===== src/dfc_pkg.sv =====
// ----------------------------------------------------------------------------
// dfc_pkg
// shared types, constants and constant tables of the decimal float16 codec
// ----------------------------------------------------------------------------
package dfc_pkg;

    localparam logic        REQ_ENCODE = 1'b0;
    localparam logic        REQ_DECODE = 1'b1;

    localparam logic [63:0] ENC_LIMIT  = 64'd8191000000;
    localparam logic [15:0] CODE_OVF   = 16'hffff;
    localparam logic [15:0] CODE_UNF   = 16'hfffe;
    localparam logic [63:0] DEC_OVF    = 64'hffffffffffffffff;
    localparam logic [63:0] DEC_UNF    = 64'hfffffffffffffffe;
    localparam logic [63:0] DEC_ERR    = 64'hfffffffffffffff0;
    localparam logic [2:0]  EXP_SPECIAL = 3'd7;
    localparam int          NUM_THR    = 6;

    typedef struct packed {
        logic        req_type;
        logic [63:0] int_value;
        logic [15:0] float_code;
    } dfc_in_t;

    typedef struct packed {
        logic [15:0] encoded_code;
        logic [63:0] decoded_value;
    } dfc_out_t;

    // after range classification
    typedef struct packed {
        logic        is_dec;
        logic        ovf;
        logic [2:0]  ex;
        logic [31:0] y;
        logic [15:0] code;
    } dfc_s1_t;

    // after reciprocal multiply and decode multiply
    typedef struct packed {
        logic        is_dec;
        logic        ovf;
        logic [2:0]  ex;
        logic [31:0] y;
        logic [12:0] q0;
        logic [63:0] dec_val;
    } dfc_s2_t;

    // after back multiply of the estimate
    typedef struct packed {
        logic        is_dec;
        logic        ovf;
        logic [2:0]  ex;
        logic [31:0] y;
        logic [12:0] q0;
        logic [26:0] back;
        logic [63:0] dec_val;
    } dfc_s3_t;

    // lower bound of each exponent step: 8192 * 10^k
    function automatic logic [63:0] enc_thr(input int k);
        case (k)
            0:       enc_thr = 64'd8192;
            1:       enc_thr = 64'd81920;
            2:       enc_thr = 64'd819200;
            3:       enc_thr = 64'd8192000;
            4:       enc_thr = 64'd81920000;
            default: enc_thr = 64'd819200000;
        endcase
    endfunction

    function automatic logic [13:0] pow5(input logic [2:0] e);
        case (e)
            3'd1:    pow5 = 14'd5;
            3'd2:    pow5 = 14'd25;
            3'd3:    pow5 = 14'd125;
            3'd4:    pow5 = 14'd625;
            3'd5:    pow5 = 14'd3125;
            3'd6:    pow5 = 14'd15625;
            default: pow5 = 14'd1;
        endcase
    endfunction

    // floor(2^32 / 5^e) for e = 1..6; zero for any other e
    function automatic logic [31:0] recip5(input logic [2:0] e);
        case (e)
            3'd1:    recip5 = 32'd858993459;
            3'd2:    recip5 = 32'd171798691;
            3'd3:    recip5 = 32'd34359738;
            3'd4:    recip5 = 32'd6871947;
            3'd5:    recip5 = 32'd1374389;
            3'd6:    recip5 = 32'd274877;
            default: recip5 = 32'd0;
        endcase
    endfunction

    function automatic logic [19:0] pow10(input logic [2:0] e);
        case (e)
            3'd0:    pow10 = 20'd1;
            3'd1:    pow10 = 20'd10;
            3'd2:    pow10 = 20'd100;
            3'd3:    pow10 = 20'd1000;
            3'd4:    pow10 = 20'd10000;
            3'd5:    pow10 = 20'd100000;
            3'd6:    pow10 = 20'd1000000;
            default: pow10 = 20'd0;
        endcase
    endfunction

endpackage


===== src/decimal_float16_codec_core.sv =====
// ----------------------------------------------------------------------------
// decimal_float16_codec_core
// 64-bit unsigned integer <-> 16-bit decimal float (3-bit exponent, 13-bit
// significand) converter, four-stage pipeline
// ----------------------------------------------------------------------------
//
//  channel | dir | handshake          | beat payload
//  --------+-----+--------------------+------------------------------------
//  s_      | in  | s_valid / s_ready  | req_type, int_value, float_code
//  m_      | out | m_valid / m_ready  | encoded_code, decoded_value
//
//  one beat in and one beat out per cycle while m_ready does not stall; an
//  accepted beat passes through the four register stages below, in order,
//  before m_valid rises with its result
//  aresetn (synchronous, active low) clears only the stage valid bits
//  a stage holds when the next one is full and stalled, so a stalled m_ready
//  backs up stage by stage; bubbles are filled while the output waits
//
module decimal_float16_codec_core (
    input  logic              aclk,
    input  logic              aresetn,
    input  logic              s_valid,
    output logic              s_ready,
    input  dfc_pkg::dfc_in_t  s_data,
    output logic              m_valid,
    input  logic              m_ready,
    output dfc_pkg::dfc_out_t m_data
);
    import dfc_pkg::*;

    // stage links
    logic     v1, v2, v3;
    logic     r2, r3, r4;
    dfc_s1_t  d1;
    dfc_s2_t  d2;
    dfc_s3_t  d3;

    // stage 1: overflow flag, exponent by threshold count, x >> e
    dfc_classify u_classify (
        .aclk      (aclk),
        .aresetn   (aresetn),
        .in_valid  (s_valid),
        .in_ready  (s_ready),
        .in_data   (s_data),
        .out_valid (v1),
        .out_ready (r2),
        .out_data  (d1)
    );

    // stage 2: quotient estimate by reciprocal of 5^e; decode multiply and
    // exponent-seven markers run alongside
    dfc_multiply u_multiply (
        .aclk      (aclk),
        .aresetn   (aresetn),
        .in_valid  (v1),
        .in_ready  (r2),
        .in_data   (d1),
        .out_valid (v2),
        .out_ready (r3),
        .out_data  (d2)
    );

    // stage 3: estimate times divisor
    dfc_backmul u_backmul (
        .aclk      (aclk),
        .aresetn   (aresetn),
        .in_valid  (v2),
        .in_ready  (r3),
        .in_data   (d2),
        .out_valid (v3),
        .out_ready (r4),
        .out_data  (d3)
    );

    // stage 4: one-step correction from the remainder, pack, output register
    dfc_finish u_finish (
        .aclk      (aclk),
        .aresetn   (aresetn),
        .in_valid  (v3),
        .in_ready  (r4),
        .in_data   (d3),
        .out_valid (m_valid),
        .out_ready (m_ready),
        .out_data  (m_data)
    );

endmodule


===== src/dfc_classify.sv =====
// ----------------------------------------------------------------------------
// dfc_classify
// stage 1: overflow check, exponent from thresholds, pre-shift by 2^e
// ----------------------------------------------------------------------------
module dfc_classify (
    input  logic              aclk,
    input  logic              aresetn,
    input  logic              in_valid,
    output logic              in_ready,
    input  dfc_pkg::dfc_in_t  in_data,
    output logic              out_valid,
    input  logic              out_ready,
    output dfc_pkg::dfc_s1_t  out_data
);
    import dfc_pkg::*;

    logic     valid_reg;
    dfc_s1_t  data_reg;
    dfc_s1_t  data_next;
    logic [2:0]  ex;
    logic [63:0] shifted;

    always_comb begin
        ex = 3'd0;
        for (int k = 0; k < NUM_THR; k++) begin
            if (in_data.int_value >= enc_thr(k)) begin
                ex = ex + 3'd1;
            end
        end
        // x / 10^e == (x >> e) / 5^e
        shifted = in_data.int_value >> ex;
        data_next.is_dec = (in_data.req_type == REQ_DECODE);
        data_next.ovf    = (in_data.int_value > ENC_LIMIT);
        data_next.ex     = ex;
        data_next.y      = shifted[31:0];
        data_next.code   = in_data.float_code;
    end

    assign in_ready  = !valid_reg || out_ready;
    assign out_valid = valid_reg;
    assign out_data  = data_reg;

    always_ff @(posedge aclk) begin
        if (!aresetn) begin
            valid_reg <= 1'b0;
        end else if (in_ready) begin
            valid_reg <= in_valid;
        end
    end

    always_ff @(posedge aclk) begin
        if (in_ready && in_valid) begin
            data_reg <= data_next;
        end
    end

endmodule


===== src/dfc_multiply.sv =====
// ----------------------------------------------------------------------------
// dfc_multiply
// stage 2: reciprocal quotient estimate and decode scaling
// ----------------------------------------------------------------------------
module dfc_multiply (
    input  logic              aclk,
    input  logic              aresetn,
    input  logic              in_valid,
    output logic              in_ready,
    input  dfc_pkg::dfc_s1_t  in_data,
    output logic              out_valid,
    input  logic              out_ready,
    output dfc_pkg::dfc_s2_t  out_data
);
    import dfc_pkg::*;

    logic     valid_reg;
    dfc_s2_t  data_reg;
    dfc_s2_t  data_next;
    logic [63:0] est;
    logic [2:0]  dec_ex;
    logic [12:0] mant;
    logic [32:0] scaled;

    always_comb begin
        est    = {32'd0, in_data.y} * {32'd0, recip5(in_data.ex)};
        dec_ex = in_data.code[15:13];
        mant   = in_data.code[12:0];
        scaled = 33'(mant) * 33'(pow10(dec_ex));

        data_next.is_dec = in_data.is_dec;
        data_next.ovf    = in_data.ovf;
        data_next.ex     = in_data.ex;
        data_next.y      = in_data.y;
        // estimate is low by at most one
        data_next.q0     = (in_data.ex == 3'd0) ? in_data.y[12:0] : est[44:32];
        if (dec_ex == EXP_SPECIAL) begin
            if (in_data.code == CODE_OVF) begin
                data_next.dec_val = DEC_OVF;
            end else if (in_data.code == CODE_UNF) begin
                data_next.dec_val = DEC_UNF;
            end else begin
                data_next.dec_val = DEC_ERR;
            end
        end else begin
            data_next.dec_val = {31'd0, scaled};
        end
    end

    assign in_ready  = !valid_reg || out_ready;
    assign out_valid = valid_reg;
    assign out_data  = data_reg;

    always_ff @(posedge aclk) begin
        if (!aresetn) begin
            valid_reg <= 1'b0;
        end else if (in_ready) begin
            valid_reg <= in_valid;
        end
    end

    always_ff @(posedge aclk) begin
        if (in_ready && in_valid) begin
            data_reg <= data_next;
        end
    end

endmodule


===== src/dfc_backmul.sv =====
// ----------------------------------------------------------------------------
// dfc_backmul
// stage 3: multiplies the quotient estimate back by the divisor
// ----------------------------------------------------------------------------
module dfc_backmul (
    input  logic              aclk,
    input  logic              aresetn,
    input  logic              in_valid,
    output logic              in_ready,
    input  dfc_pkg::dfc_s2_t  in_data,
    output logic              out_valid,
    input  logic              out_ready,
    output dfc_pkg::dfc_s3_t  out_data
);
    import dfc_pkg::*;

    logic     valid_reg;
    dfc_s3_t  data_reg;
    dfc_s3_t  data_next;

    always_comb begin
        data_next.is_dec  = in_data.is_dec;
        data_next.ovf     = in_data.ovf;
        data_next.ex      = in_data.ex;
        data_next.y       = in_data.y;
        data_next.q0      = in_data.q0;
        data_next.back    = 27'(in_data.q0) * 27'(pow5(in_data.ex));
        data_next.dec_val = in_data.dec_val;
    end

    assign in_ready  = !valid_reg || out_ready;
    assign out_valid = valid_reg;
    assign out_data  = data_reg;

    always_ff @(posedge aclk) begin
        if (!aresetn) begin
            valid_reg <= 1'b0;
        end else if (in_ready) begin
            valid_reg <= in_valid;
        end
    end

    always_ff @(posedge aclk) begin
        if (in_ready && in_valid) begin
            data_reg <= data_next;
        end
    end

endmodule


===== src/dfc_finish.sv =====
// ----------------------------------------------------------------------------
// dfc_finish
// stage 4: remainder correction, code packing and output register
// ----------------------------------------------------------------------------
module dfc_finish (
    input  logic              aclk,
    input  logic              aresetn,
    input  logic              in_valid,
    output logic              in_ready,
    input  dfc_pkg::dfc_s3_t  in_data,
    output logic              out_valid,
    input  logic              out_ready,
    output dfc_pkg::dfc_out_t out_data
);
    import dfc_pkg::*;

    logic      valid_reg;
    dfc_out_t  data_reg;
    dfc_out_t  data_next;
    logic [31:0] rem;
    logic [12:0] sig;

    always_comb begin
        rem = in_data.y - {5'd0, in_data.back};
        sig = (rem >= {18'd0, pow5(in_data.ex)}) ? (in_data.q0 + 13'd1) : in_data.q0;
        if (in_data.is_dec) begin
            data_next.encoded_code  = 16'd0;
            data_next.decoded_value = in_data.dec_val;
        end else begin
            data_next.encoded_code  = in_data.ovf ? CODE_OVF : {in_data.ex, sig};
            data_next.decoded_value = 64'd0;
        end
    end

    assign in_ready  = !valid_reg || out_ready;
    assign out_valid = valid_reg;
    assign out_data  = data_reg;

    always_ff @(posedge aclk) begin
        if (!aresetn) begin
            valid_reg <= 1'b0;
        end else if (in_ready) begin
            valid_reg <= in_valid;
        end
    end

    always_ff @(posedge aclk) begin
        if (in_ready && in_valid) begin
            data_reg <= data_next;
        end
    end

endmodule

===== config.mk =====
export PLATFORM = sky130hd
export DESIGN_NAME = decimal_float16_codec_core
export DESIGN_NICKNAME = d
export VERILOG_FILES = /design/src/dfc_pkg.sv /design/src/decimal_float16_codec_core.sv /design/src/dfc_classify.sv /design/src/dfc_multiply.sv /design/src/dfc_backmul.sv /design/src/dfc_finish.sv
export SDC_FILE = /design/constraint.sdc
export NUM_CORES = 2
export LEC_CHECK = 0
export BUFFER_PORTS_ARGS = -buffer_cell sky130_fd_sc_hd__buf_2
export CORE_ASPECT_RATIO = 0.8
export CORE_UTILIZATION = 55
export CTS_CLUSTER_SIZE = 25
export DETAILED_ROUTE_END_ITERATION = 12
export GPL_ROUTABILITY_DRIVEN = 0
export PLACE_DENSITY = 0.82
export SYNTH_ARGS = -nofsm -noshare
export SYNTH_HDL_FRONTEND = slang
export SYNTH_SLANG_ARGS = --single-unit

===== constraint.sdc =====
create_clock -name aclk -period 10.03 [get_ports aclk]
set_input_delay 2.5075 -clock aclk [delete_from_list [all_inputs] [get_ports aclk]]
set_output_delay 2.5075 -clock aclk [all_outputs]
set_load 0.03 [all_outputs]

==> reports/metrics.yaml <==
clock_tree:
  clock-root-buffer: "clkbuf_16"
  cts_tree: "yes"
  cts_buffers: 27
  htreeDepth: 1
  cts.repair.resized: 0
  clk_latency_ns: 0.59
  clkSinkCount: 300
  path_clk_slew_ns: 0.08
  cts_setup_buffers: 0
  clk_path_buf_depth: 3
  cts_hold_buf: 0
yosys:
  synth.distinct_cells: 79
  async_flop_share_pct: 0
  yosys_warnings: 0
  seq_area_frac_synth_pct: 18.1
  synth_top_area_share_pct: 35.6
  netlist_instances: 4958
  synth_seq_cells: 300
  syn_nets: 6408
  synth-main-ff-cell: "edfxtp_1"
  mappedNetlistArea_mm2: 0.0494
  synth_area_per_cell_um2: 9.97
  yosysTopAreaCell: "fa_1"
  synth_area_leaders: "fa_1 (36%), edfxtp_1 (18%), ha_1 (12%), inv_1 (8.8%), and2_1 (5.1%)"
  synth_edf_count: 296
cells_and_area:
  drive_gt1_share_pct: 8.19
  fin_nets: 6484
  area_growth_pct: 6.25
  final_cell_area_mm2: 0.0525
  fin_cells: 6254
setup_path:
  r2r-start: "u_classify.out_data[50]$_DFFE_PP_"
  reg2reg_slack_ns: 0.33
  slowest_stage: "o21ai_1"
  worst-setup-path-type: "reg -> reg"
  slowest_delay_ns: 0.83
  start_kind: "register"
  arrival_ns: 10.03
  crit_start: "u_classify.out_data[50]$_DFFE_PP_"
  worst_path_most_repeated_cell: "fa_1"
  required_ns: 10.35
  cp-end-kind: "register"
  crit_fanout: 13
global_route:
  grt_max_degree: 82
  grt_pass1_wl_um: 216000
  track_usage_pct: 31.1
  grt_pass1_vias: 37725
  grt_overflow: 0
  antenna_found_initial: 21
routing:
  route.detailed.drc: 0
  ant_nets: 0
  drt-total-wl_um: 138000
  drtIter0Drc: 4395
  routed_via_density: 5.78
  firstDrtPassIters: 7
  vias: 36157
  wire_per_inst_um: 22.0
floorplanning:
  start_util_pct: 56.0
  row_count: 97
  die_h_um: 270
  design.core.area_mm2: 0.0882
  ioPinCount: 167
  fp.dieArea_mm2: 0.0911
  die_w_um: 337
sta:
  drv_slew: 0
  tightestPinTransition_ns: 1.15
  period_minus_slack_ns: 9.70
  timing.setup.tns_ns: 0
  timing_hold_violations_final: 0
  fin_crit_sh_pct: 96.7
  skew_ns: 0.0223
  hold_ws_ns: 0.419
  max_freq_ghz: 0.103
  rsz0062_at_grt: "no"
  max_slew_margin_pct: 23.3
  setup_viol: 0
placed_design:
  dp_hpwl_um: 111000
  post_dp_cell_area_mm2: 0.0516
  portBuffers: 166
  dp.cells: 6193
min_path:
  min_from: "u_multiply.out_data[30]$_SDFFCE_PP1P_"
  hp-class: "reg -> reg"
run:
  drv_cap: 0
outcome:
  outcome: "complete, no violations"
==> cell type report <==
type / instances / area, um^2
multi-input cells: 3282 / 35300
clock inverters: 20 / 198
repair buffers: 255 / 1510
inverters: 1168 / 4380
fillers: 6987 / 35700
clock buffers: 29 / 683
diodes: 12 / 30.0
well taps: 1188 / 1490
flip-flops and latches: 300 / 8970
==> critical path: cells and delay by family, from the launching register on <==
kind | cells | cell delay [ns]
xor gates and xnor gates | 1 | 0.16
and+or+nand+nor | 5 | 1.32
AOI/OAI and AO/OA | 7 | 2.42
DFF | 1 | 0.58
buffers and inverters | 5 | 0.63
adders and majority gates | 9 | 4.31
==> flip-flops by register name, summed over array words and instances (netlist names) <==
register and count:
u_classify.out_data 53, u_classify.out_valid 1, u_finish.out_valid 1, u_multiply.out_data 84, u_backmul.out_valid 1, u_multiply.out_valid 1
u_finish.out_data 50, u_backmul.out_data 109
==> kinds of logic after synthesis <==
logic type                 count (synthesis)  share of synthesized area [%]
and+or+nand+nor                         1316                           14.1
xor gates and xnor gates                 119                           2.18
buffers and inverters                   1376                           10.7
DFF                                      300                           18.1
AOI/OAI and AO/OA                        428                           5.73
muxes                                     54                           1.18
adders and majority gates               1365                           47.9
==> stage by stage <==
step                      util [%]  worst slack [ns]
final                         59.5             0.328
after global routing          59.5            0.0439
after CTS                     59.5             0.641
after detailed placement      58.5             0.682
after global placement        58.5             0.954
after floorplan                  -             0.478
==> cell usage in the layout (no fill, tap or decap), drive strengths merged, types with 9 or more instances in the layout <==
cell type  instances
o21ai             97
clkinv            11
xor2              46
nor2              98
a21boi             9
ha               485
nor3              32
or3               25
nor4              13
o211ai            16
o21a              24
mux2i             29
a31oi             28
nand4             25
fa               880
nand2            391
buf              255
clkbuf            29
diode             12
a221oi            24
and3             102
o31ai             11
nor2b             99
nand2b            28
o22ai             34
inv             1172
and2             402
a21oi             88
a21o              35
a211oi            13
edfxtp           296
mux2              25
xnor2             73
or2               54
nand3             34
==> per-layer routing <==
metal | global-route usage [%] | part of all wire [%] | wire length [um] | vias up
met5 | 2.29 | 0.26 | 364 | -
met4 | 11.6 | 4.9 | 6770 | 18
met3 | 11.6 | 14 | 19600 | 470
met2 | 45.7 | 43 | 58900 | 2342
met1 | 41.5 | 38 | 52200 | 17800
li1 | - | - | - | 15527
==> cells in the mapped netlist (4+ instances only) <==
cell / instances
a221oi_1: 24
edfxtp_1: 296
dfxtp_1: 4
nor2_1: 97
o21bai_1: 6
o21ai_1: 4
nor4_1: 13
nand2b_1: 28
nand3_1: 33
nand3b_1: 4
nor2b_1: 99
o21ai_0: 93
mux2i_1: 28
a311o_1: 4
a21boi_0: 9
inv_1: 1165
o21a_1: 24
o22ai_1: 34
nand2_1: 391
and3_1: 102
nand4_1: 25
buf_4: 34
and2_1: 401
a211oi_1: 13
buf_2: 9
xor2_1: 45
ha_1: 485
a21oi_1: 87
fa_1: 880
o211ai_1: 16
mux2_2: 25
or2_2: 54
o31ai_1: 11
a211o_1: 4
a21o_1: 35
nor3_1: 30
xnor2_1: 72
a31oi_1: 27
or3_1: 24
clkbuf_1: 161
==> final timing paths <==
check	endpoint	depth (start not counted)
setup reg to reg	u_multiply.out_data[76]$_DFFE_PP_	27
setup / recovery	u_multiply.out_data[76]$_DFFE_PP_	27
hold reg to reg	u_backmul.out_data[30]$_DFFE_PP_	0
hold / removal	u_backmul.out_data[30]$_DFFE_PP_	0
Power is not shown: default switching activity piles up to over one toggle a cycle in this logic, so the estimate is an artifact.
